File: src/hw/rtl/lrgd_pkg.sv
// Shared types and constants for the linear regression gradient descent trainer.
package lrgd_pkg;

    localparam int XW     = 32;
    localparam int COST_W = 63;
    localparam int DVD_W  = 64;
    localparam int LR_W   = 32;
    localparam int ITER_W = 20;

    localparam logic [LR_W-1:0]   LR_RESET   = 32'd429497;
    localparam logic [ITER_W-1:0] ITER_RESET = 20'd100000;

    typedef enum logic [1:0] {
        MODE_LOAD    = 2'd0,
        MODE_TRAIN   = 2'd1,
        MODE_PREDICT = 2'd2,
        MODE_CLEAR   = 2'd3
    } mode_t;

    typedef enum logic [1:0] {
        STATUS_OK    = 2'd0,
        STATUS_FULL  = 2'd1,
        STATUS_EMPTY = 2'd2
    } status_t;

    typedef enum logic [0:0] {
        REG_LEARNING_RATE   = 1'b0,
        REG_ITERATION_COUNT = 1'b1
    } reg_index_t;

    typedef enum logic [4:0] {
        OP_NONE       = 5'd0,
        OP_CAPTURE    = 5'd1,
        OP_LOAD       = 5'd2,
        OP_CLEAR      = 5'd3,
        OP_READ       = 5'd4,
        OP_MUL_MX     = 5'd5,
        OP_FIT        = 5'd6,
        OP_ERR        = 5'd7,
        OP_MUL_ERR    = 5'd8,
        OP_ACC        = 5'd9,
        OP_EPOCH_INIT = 5'd10,
        OP_DIV_START  = 5'd11,
        OP_DIV_TAKE   = 5'd12,
        OP_STEP_HI    = 5'd13,
        OP_STEP_LO    = 5'd14,
        OP_STEP_APPLY = 5'd15,
        OP_EMIT       = 5'd16
    } op_t;

    typedef enum logic [1:0] {
        SEL_COST      = 2'd0,
        SEL_SLOPE     = 2'd1,
        SEL_INTERCEPT = 2'd2
    } sel_t;

    typedef struct packed {
        op_t  op;
        sel_t sel;
    } cmd_t;

    typedef struct packed {
        logic count_zero;
        logic div_done;
        logic out_free;
    } dp_status_t;

endpackage

File: src/hw/rtl/lrgd_ctrl.sv
// Controller: request decode, point and epoch loops, divide and step sequencing.
module lrgd_ctrl #(
    parameter int MAX_POINTS = 32
) (
    input  logic                               clk,
    input  logic                               rst_n,
    input  logic                               req_valid,
    input  logic [1:0]                         req_mode,
    output logic                               req_ready,
    input  logic [lrgd_pkg::ITER_W-1:0]        iteration_count,
    input  logic [$clog2(MAX_POINTS+1)-1:0]    count,
    input  lrgd_pkg::dp_status_t               stat,
    output lrgd_pkg::cmd_t                     cmd,
    output logic [$clog2(MAX_POINTS)-1:0]      rd_addr
);
    import lrgd_pkg::*;

    localparam int AW = $clog2(MAX_POINTS);
    localparam int CW = $clog2(MAX_POINTS + 1);

    typedef enum logic [17:0] {
        S_IDLE   = 18'h00001,
        S_LOAD   = 18'h00002,
        S_CLEAR  = 18'h00004,
        S_PMUL   = 18'h00008,
        S_PFIT   = 18'h00010,
        S_EPOCH  = 18'h00020,
        S_READ   = 18'h00040,
        S_MUL    = 18'h00080,
        S_FIT    = 18'h00100,
        S_ERR    = 18'h00200,
        S_PROD   = 18'h00400,
        S_ACC    = 18'h00800,
        S_DSTART = 18'h01000,
        S_DWAIT  = 18'h02000,
        S_SHI    = 18'h04000,
        S_SLO    = 18'h08000,
        S_APPLY  = 18'h10000,
        S_EMIT   = 18'h20000
    } state_t;

    state_t              state_reg, state_next;
    logic [CW-1:0]       idx_reg, idx_next;
    logic [ITER_W-1:0]   epoch_reg, epoch_next;
    sel_t                sel_reg, sel_next;

    assign req_ready = state_reg == S_IDLE;
    assign rd_addr   = idx_reg[AW-1:0];

    always_comb
    begin
        state_next = state_reg;
        idx_next   = idx_reg;
        epoch_next = epoch_reg;
        sel_next   = sel_reg;
        cmd.op     = OP_NONE;
        cmd.sel    = sel_reg;
        case (state_reg)
            S_IDLE:
            begin
                if (req_valid)
                begin
                    cmd.op = OP_CAPTURE;
                    case (mode_t'(req_mode))
                        MODE_LOAD:    state_next = S_LOAD;
                        MODE_PREDICT: state_next = S_PMUL;
                        MODE_CLEAR:   state_next = S_CLEAR;
                        MODE_TRAIN:
                        begin
                            epoch_next = '0;
                            if (stat.count_zero || (iteration_count == '0))
                            begin
                                state_next = S_EMIT;
                            end
                            else
                            begin
                                state_next = S_EPOCH;
                            end
                        end
                        default:      state_next = S_EMIT;
                    endcase
                end
            end
            S_LOAD:
            begin
                cmd.op     = OP_LOAD;
                state_next = S_EMIT;
            end
            S_CLEAR:
            begin
                cmd.op     = OP_CLEAR;
                state_next = S_EMIT;
            end
            S_PMUL:
            begin
                cmd.op     = OP_MUL_MX;
                state_next = S_PFIT;
            end
            S_PFIT:
            begin
                cmd.op     = OP_FIT;
                state_next = S_EMIT;
            end
            S_EPOCH:
            begin
                cmd.op     = OP_EPOCH_INIT;
                idx_next   = '0;
                state_next = S_READ;
            end
            S_READ:
            begin
                cmd.op     = OP_READ;
                state_next = S_MUL;
            end
            S_MUL:
            begin
                cmd.op     = OP_MUL_MX;
                state_next = S_FIT;
            end
            S_FIT:
            begin
                cmd.op     = OP_FIT;
                state_next = S_ERR;
            end
            S_ERR:
            begin
                cmd.op     = OP_ERR;
                state_next = S_PROD;
            end
            S_PROD:
            begin
                cmd.op     = OP_MUL_ERR;
                state_next = S_ACC;
            end
            S_ACC:
            begin
                cmd.op   = OP_ACC;
                idx_next = idx_reg + CW'(1);
                if ((idx_reg + CW'(1)) == count)
                begin
                    sel_next   = SEL_COST;
                    state_next = S_DSTART;
                end
                else
                begin
                    state_next = S_READ;
                end
            end
            S_DSTART:
            begin
                cmd.op     = OP_DIV_START;
                state_next = S_DWAIT;
            end
            S_DWAIT:
            begin
                if (stat.div_done)
                begin
                    cmd.op = OP_DIV_TAKE;
                    if (sel_reg == SEL_COST)
                    begin
                        sel_next   = SEL_SLOPE;
                        state_next = S_DSTART;
                    end
                    else
                    begin
                        state_next = S_SHI;
                    end
                end
            end
            S_SHI:
            begin
                cmd.op     = OP_STEP_HI;
                state_next = S_SLO;
            end
            S_SLO:
            begin
                cmd.op     = OP_STEP_LO;
                state_next = S_APPLY;
            end
            S_APPLY:
            begin
                cmd.op = OP_STEP_APPLY;
                if (sel_reg == SEL_SLOPE)
                begin
                    sel_next   = SEL_INTERCEPT;
                    state_next = S_DSTART;
                end
                else
                begin
                    epoch_next = epoch_reg + ITER_W'(1);
                    if ((epoch_reg + ITER_W'(1)) == iteration_count)
                    begin
                        state_next = S_EMIT;
                    end
                    else
                    begin
                        state_next = S_EPOCH;
                    end
                end
            end
            S_EMIT:
            begin
                if (stat.out_free)
                begin
                    cmd.op     = OP_EMIT;
                    state_next = S_IDLE;
                end
            end
            default:
            begin
                state_next = S_IDLE;
            end
        endcase
    end

    always_ff @(posedge clk or negedge rst_n)
    begin
        if (!rst_n)
        begin
            state_reg <= S_IDLE;
            idx_reg   <= '0;
            epoch_reg <= '0;
            sel_reg   <= SEL_COST;
        end
        else
        begin
            state_reg <= state_next;
            idx_reg   <= idx_next;
            epoch_reg <= epoch_next;
            sel_reg   <= sel_next;
        end
    end

endmodule

File: config.mk
export PLATFORM = sky130hd
export DESIGN_NAME = lrgd_ctrl
export DESIGN_NICKNAME = d
export VERILOG_FILES = /design/src/hw/rtl/lrgd_pkg.sv /design/src/hw/rtl/lrgd_ctrl.sv
export SDC_FILE = /design/constraint.sdc
export NUM_CORES = 1
export LEC_CHECK = 0
export BUFFER_PORTS_ARGS = -buffer_cell sky130_fd_sc_hd__buf_2
export CAP_MARGIN = 20
export CORE_ASPECT_RATIO = 0.5
export CORE_UTILIZATION = 50
export CTS_CLUSTER_SIZE = 12
export DETAILED_ROUTE_END_ITERATION = 10
export GPL_TIMING_DRIVEN = 1
export PLACE_DENSITY = 0.78
export SETUP_SLACK_MARGIN = 0.02
export SKIP_CTS_REPAIR_TIMING = 1
export SYNTH_ARGS = -nofsm -noshare
export SYNTH_HDL_FRONTEND = slang
export SYNTH_SLANG_ARGS = --single-unit
File: constraint.sdc
create_clock -name clk -period 2.6 [get_ports clk]
set_input_delay 0.52 -clock clk [delete_from_list [all_inputs] [get_ports clk]]
set_output_delay 0.52 -clock clk [all_outputs]
set_load 0.02 [all_outputs]
### After elaboration in Yosys (flattened, before gate mapping)

Index checks and enable logic that the tools add are counted.

* bitwise logic cells: 0
* multiplexer cells: 24
* add/sub/neg operators: 2
* shift operators: 0
* equal/unequal tests: 32
* reductions and logical operators: 13
* magnitude comparators: 0
* multipliers: 0
* div/mod/pow operators: 0

Operator list (count)
* $pmux W18 S16: 1
* $mux W18: 6
* $pmux W5 S16: 1
* $pmux W18 S4: 1
* $mux W20: 3
* $pmux W20 S2: 1
* $add A20 B1 Y20 const B: 1
* $eq A20 B20 Y1: 1
* $logic_not A20 Y1: 1
* $eq A18 B1 Y1 const B: 1
* $eq A18 B10 Y1 const B: 1
* $eq A18 B11 Y1 const B: 1
* $eq A18 B12 Y1 const B: 1
* $eq A18 B13 Y1 const B: 1
* $eq A18 B14 Y1 const B: 1
* $eq A18 B15 Y1 const B: 1
* $eq A18 B16 Y1 const B: 1
* $eq A18 B17 Y1 const B: 1
* $eq A18 B18 Y1 const B: 1
* $eq A18 B2 Y1 const B: 1
* $eq A18 B3 Y1 const B: 1
* $eq A18 B4 Y1 const B: 1
* $eq A18 B5 Y1 const B: 1
* $eq A18 B6 Y1 const B: 1
* 26 further kinds: 40

* memories kept: 0
* register bits: 46
* logic and storage cells: 75
* output and inout bits: 13
* bits in latches: 0
* memory bits (read-only): 0
* input port bits: 34
* memory bits (writable): 0

### Longest topological paths before layout

Gate-level depths: netlist of the first run.

* depth in word-level cells: 6
* mapped depth: 10
* depth with buffers taken out: 9

### Least setup slack after synthesis of the first run

No wires, ideal clock.

* path kind: register -> output
* from: reg state_reg[9]
* to: out cmd[4] (netlist name)
* stages on the path, launching flop included: 8
* required time: 2.080 ns
* arrival: 1.934 ns
* path buffers: 0
* slack: 0.146 ns
* cells stage by stage: dfrtp_1 -> nor4_4 -> nand4_2 -> or4_4 -> clkinv_2 -> nor2_1 -> and3_1 -> nand3_1

RTL lines
* start, declared: line lrgd_ctrl.sv:42 `state_t state_reg, state_next;`
* start signal, assigned: line lrgd_ctrl.sv:227 `state_reg <= state_next;`
* end, declared: line lrgd_ctrl.sv:13 `output lrgd_pkg::cmd_t cmd,`

==> results of run 1 <==
==> per-stage QoR <==
stage / setup WS (ns) / cells / TNS, ns / util [%] / power, mW
after floorplan: 0.146 / 377 / 0 / - / 1.53
after global placement: 0.0431 / 534 / 0 / 61.5 / 1.82
after detailed placement: -0.0298 / 534 / -0.0298 / 61.5 / 1.85
after CTS: -0.344 / 542 / -1.18 / 64.3 / 2.59
after global routing: -0.386 / 554 / -3.22 / 68.7 / 2.92
final: -0.290 / 554 / -1.16 / 68.7 / 2.78
==> layer usage <==
metal / vias to the layer above / wire, um / global-route usage, %
met5: - / 0 / 0
met2: 154 / 4540 / 45.5
met4: 0 / 110 / 6.78
met1: 1611 / 4220 / 36.1
li1: 1547 / - / -
met3: 15 / 620 / 4.40
==> area by class of cell <==
type / instances / share of cell area (%)
Clock buffer: 5 / 2.95
Clock inverter: 3 / 1.03
Inverter: 9 / 0.854
Multi-Input combinational cell: 303 / 49.5
Sequential cell: 46 / 27.2
Tap cell: 88 / 2.59
Timing Repair Buffer: 100 / 15.8
==> power by group <==
group	internal, mW	switching, mW	leakage (nW)
clock	0.456	0.292	0.0842
sequential	0.823	0.145	0.623
combinational	0.500	0.568	1.21
==> placed cells by master (no fill, tap or decap), drive strengths merged, types with 11 or more instances in the layout <==
master,n
buf,100
dfrtp,45
nor3,12
nand3,18
o21ai,37
a21oi,11
nor4,18
nor2,31
xor2,19
xnor2,25
nand2,33
==> worst paths after layout <==
path                            slack, ns          start  cells after the start            end
worst min register to register       0.51     idx_reg[5]                      2     idx_reg[5]
min in group clk                     0.43    req_mode[0]                      2   state_reg[3]
worst min-delay path                 0.24          rst_n                      1  epoch_reg[19]
worst max-delay path                -0.29  state_reg[11]                      8         cmd[4]
max in group asynchronous            1.73          rst_n                      2  state_reg[13]
worst max register to register      -0.04  state_reg[11]                     10  epoch_reg[12]
==> kinds of logic (layout without fill, tap and decap cells) <==
kind of cell | Yosys count | after routing
adders and majority gates | 2 | 2
muxes | 3 | 3
and+or+nand+nor | 175 | 175
DFF | 46 | 46
buffers and inverters | 29 | 117
AOI/OAI and AO/OA | 78 | 79
xor gates and xnor gates | 44 | 44
==> worst register-to-register path, stage by stage (launching register included) <==
cell and delay, ns:
dfrtp_2 0.44, nor4_4 0.43, nand4_2 0.14, or4_4 0.60, buf_4 0.16, buf_4 0.14, nor2_4 0.19, buf_6 0.17
and2_4 0.14, o21ai_1 0.05, o31ai_1 0.08
==> impl_metrics.json, run 1 <==
{
  "status": "complete, but fails checks",
  "failed_checks": "negative setup slack",
  "setup_viol": 7,
  "cts_tree": "yes",
  "ios": 47,
  "syn_avg_cell_area_um2": 8.66,
  "min_period_ns": 2.89,
  "overflow": 0,
  "cts_sinks": 46,
  "antenna_left": 0,
  "grt_pass1_vias": 2875,
  "drv_cap": 0,
  "fmax_mhz": 346,
  "synthesis.instances": 377,
  "crit_path_end_kind": "output pin",
  "dr_total_vias": 3327,
  "grt_usage_pct": 26.8,
  "cts_made_buffers": 5,
  "detailed_place_hpwl_um": 6620,
  "cts_buffer_depth": 2,
  "slowest_stage": "or4_4",
  "multi_input_area_um2": 2100,
  "fin_ws_ns": -0.290,
  "clk_pin_slew_ns": 0.06,
  "synth_compound_area_share_pct": 14.8,
  "synth_edf_count": 0,
  "grt_max_degree": 28,
  "fp.dieH_um": 59.1,
  "ys_async_sr_fraction_pct": 100,
  "numPortBuffers": 46,
  "critPathMaxFanout": 5,
  "placed_area_um2": 3800,
  "antenna_found_initial": 0,
  "crit_path_max_incr_delay_ns": 0.60,
  "clockRootBuffer": "clkbuf_16",
  "regArea_um2": 1160,
  "die-area_um2": 6870,
  "vias_per_cell": 6.01,
  "synth_top_family_by_area": "simple AND/OR/NAND/NOR gates",
  "period_share_pct": 111,
  "layout-drive-gt1-share_pct": 32.6,
  "required_ns": 2.08,
  "synth_ff_type": "dfrtp_1",
  "maxSlewHeadroom_pct": 49.7,
  "post-route-cell-area_um2": 4250,
  "netlist.area_leader.share_pct": 34.5,
  "wl_um": 9490,
  "hold-worst-slack_ns": 0.244,
  "finalClockSkew_ns": 0.00414,
  "min_path_type": "input pin to asynchronous set/reset pin",
  "yosys.area.top_type": "dfrtp_1",
  "h-tree-depth": 2,
  "yosys.area_share.adder_pct": 0.767,
  "rows": 20,
  "synth_most_common_cell": "dfrtp_1",
  "powerDensity_nw_per_um2": 655,
  "irDropWorstVdd_uv": 415,
  "synthSimpleGateAreaFrac_pct": 31.5,
  "wl_per_cell_um": 17.1,
  "critical-path-top-delay-family": "simple AND/OR/NAND/NOR gates",
  "arrival_ns": 2.37,
  "largest_reg_flops": 20,
  "die_x_um": 116,
  "drt_iter0_drc": 271,
  "cp_cell_sequence": "nor4_4 -> nand4_2 -> or4_4 -> inv_4 -> nor2_2 -> and3_4 -> nand3_2 -> buf_6",
  "firstDrtPassIters": 5,
  "crit_type": "register to output pin",
  "slew_violations": 0,
  "yosys_warnings": 0,
  "synth.top_cells.by_count": "45 x dfrtp_1, 35 x o21ai_0, 33 x nand2_1, 30 x nor2_1, 25 x xnor2_1",
  "clkLatencyLatePin_ns": 0.29,
  "nets": 501,
  "synth-xor-area-share_pct": 11.8,
  "p_leak_nw": 1.92,
  "ys_seq_area_share_pct": 35.3,
  "fillers": 479,
  "synthTopCellsByArea": "dfrtp_1 35%, xnor2_1 6.7%, o21ai_0 5.4%",
  "routabilityCongestion": 0.918,
  "final-hold-violation-count": 0,
  "netlist_area_um2": 3260,
  "antenna_cells": 0,
  "synth_fp_nets": 413,
  "syn2layout_area_growth_pct": 30.2,
  "drc": 0,
  "synthMuxAreaShare_pct": 0.959,
  "synth_cell_types": 58,
  "path_buf_inv": 2,
  "tightest_slew_ns": 0.748,
  "initial_utilization_pct": 52.8,
  "grt_pass1_wl_um": 13900,
  "rsz0062_at_grt": "true",
  "ys_ff_latch": 46,
  "cp-start-kind": "register",
  "core-area_um2": 6180
}
No activity file was read; power rests on OpenSTA's default activity.
==> run 2: changes to the inputs <==
--- a/config.mk
+++ b/config.mk
@@ -8,6 +8,7 @@
 export BUFFER_PORTS_ARGS = -buffer_cell sky130_fd_sc_hd__buf_2
 export CAP_MARGIN = 20
 export CORE_ASPECT_RATIO = 0.5
+export CORE_MARGIN = 2
 export CORE_UTILIZATION = 50
 export CTS_CLUSTER_SIZE = 12
 export DETAILED_ROUTE_END_ITERATION = 10
==> run 2 against run 1 <==
Compared with the run above:
- the run still ends with negative setup slack left
- maximum frequency up 1.2%
- worst hold slack improved by 0.0078 ns
- clock-buffer cell count unchanged
- via count decreased by 2.6%
- final area is 3.3% lower
- non-clock buffer count is 9 lower
- core utilization decreased by 2.3 points
- critical path depth did not move
- critical endpoint unchanged
==> impl_metrics.json, run 2 (synthesized netlist as in run 1, its figures left out) <==
{
  "status": "complete, but fails checks",
  "failed_checks": "negative setup slack",
  "initial_utilization_pct": 52.8,
  "wl_per_cell_um": 16.8,
  "irDropWorstVdd_uv": 337,
  "grt_max_degree": 29,
  "dp_slack_ns": -0.0189,
  "dp_cells": 532,
  "drv_cap": 0,
  "r2r-start": "state_reg[9]",
  "overflow": 0,
  "instances_no_fill": 544,
  "slew_violations": 0,
  "rsz0062_at_grt": "true",
  "die_x_um": 118,
  "wl_um": 9120,
  "crit_type": "register to output pin",
  "clkLatencyLatePin_ns": 0.29,
  "powerDensity_nw_per_um2": 625,
  "min_period_ns": 2.86,
  "cts_sinks": 46,
  "required_ns": 2.08,
  "critPathMaxFanout": 6,
  "maxSlewHeadroom_pct": 56.3,
  "cp-start-kind": "register",
  "r2r_end": "epoch_reg[6]",
  "cts_tree": "yes",
  "ios": 47,
  "cts_made_buffers": 5,
  "core-area_um2": 6180,
  "setup_viol": 5,
  "vias_per_cell": 5.96,
  "drc": 0,
  "final_util_pct": 66.4,
  "grt_pass1_wl_um": 14200,
  "min_path_type": "input pin to asynchronous set/reset pin",
  "drt_iter0_drc": 284,
  "antenna_left": 0,
  "path_buf_inv": 2,
  "r2r_setup_slack_ns": -0.03,
  "nets": 491,
  "grt_usage_pct": 25.2,
  "layout-drive-gt1-share_pct": 29.2,
  "p_leak_nw": 1.85,
  "r2r_cells": 8,
  "syn2layout_area_growth_pct": 25.8,
  "crit_path_end_kind": "output pin",
  "fmax_mhz": 350,
  "final-hold-violation-count": 0,
  "numPortBuffers": 46,
  "firstDrtPassIters": 5,
  "mostFrequentLayoutCells": "43 x buf_4, 42 x dfrtp_1, 42 x buf_2",
  "clockRootBuffer": "clkbuf_16",
  "arrival_ns": 2.34,
  "crit_path_max_incr_delay_ns": 0.57,
  "largest_reg_flops": 20,
  "critical-path-top-delay-family": "simple AND/OR/NAND/NOR gates",
  "antenna_cells": 0,
  "finalClockSkew_ns": 0.00399,
  "cts_buffer_depth": 2,
  "die-area_um2": 7230,
  "detailed_place_hpwl_um": 6700,
  "period_share_pct": 110,
  "cp_cell_sequence": "nor4_4 -> nand4_2 -> or4_4 -> inv_4 -> nor2_2 -> and3_4 -> nand3_2 -> buf_6",
  "final_common_cell": "buf_4",
  "dr_total_vias": 3240,
  "fin_ws_ns": -0.256,
  "slowest_stage": "or4_4",
  "rows": 20,
  "grt_pass1_vias": 2956,
  "h-tree-depth": 2,
  "clk_pin_slew_ns": 0.07,
  "fp.dieH_um": 61.1,
  "routabilityCongestion": 0.936,
  "tns_ns": -0.875,
  "p_total_mw": 2.57,
  "fillers": 520,
  "antenna_found_initial": 0,
  "tightest_slew_ns": 0.656
}
==> run 2: cell count changes in the layout (fill, tap and decap cells not counted), sizes merged <==
cell / previous run / this run
clkinvlp: 0 / 1
a31oi: 9 / 8
clkbuf: 5 / 6
bufinv: 1 / 0
buf: 100 / 90
==> run 2: cell type report <==
type                            instances  area, um^2  area share, %
Multi-Input combinational cell        302        2040           49.6
Clock buffer                            5         125           3.05
Inverter                                9        36.3          0.884
Tap cell                               88         110           2.68
Sequential cell                        46        1160           28.2
Timing Repair Buffer                   91         618           15.1
Clock inverter                          3        25.0          0.609
==> run 2: where the power goes <==
group | leakage [nW] | switching [mW] | internal (mW) | total [mW]
sequential | 0.624 | 0.143 | 0.823 | 0.966
combinational | 1.16 | 0.511 | 0.424 | 0.935
clock | 0.0704 | 0.304 | 0.362 | 0.666
==> run 2: worst max path at each step <==
stage | to | cells past startpoint | slack (ns) | startpoint
3_5_place_dp | cmd[4] | 8 | -0.02 | state_reg[9]
4_1_cts | cmd[4] | 8 | -0.34 | state_reg[9]
3_3_place_gp | cmd[4] | 8 | 0.04 | state_reg[9]
5_1_grt | cmd[4] | 8 | -0.35 | state_reg[8]
2_1_floorplan | cmd[4] | 7 | 0.15 | state_reg[9]
6_report | cmd[4] | 8 | -0.26 | state_reg[9]
==> run 2: metal layers <==
metal | vias to the layer above | routed length, um | track usage, %
met3 | 18 | 630 | 4.72
met5 | - | 0 | 0
met2 | 132 | 4300 | 44.2
li1 | 1537 | - | -
met1 | 1553 | 4050 | 33.4
met4 | 0 | 136 | 6.37
==> run 2: per-stage QoR <==
| step | hold WS, ns | cell area (um^2) |
|---|---|---|
| finish | 0.251 | 4110 |
| global route | 0.289 | 4110 |
| CTS | 0.268 | 3940 |
| detailed placement | 0.499 | 3790 |
| global placement | 0.484 | 3790 |
| floorplan | 0.224 | 3260 |
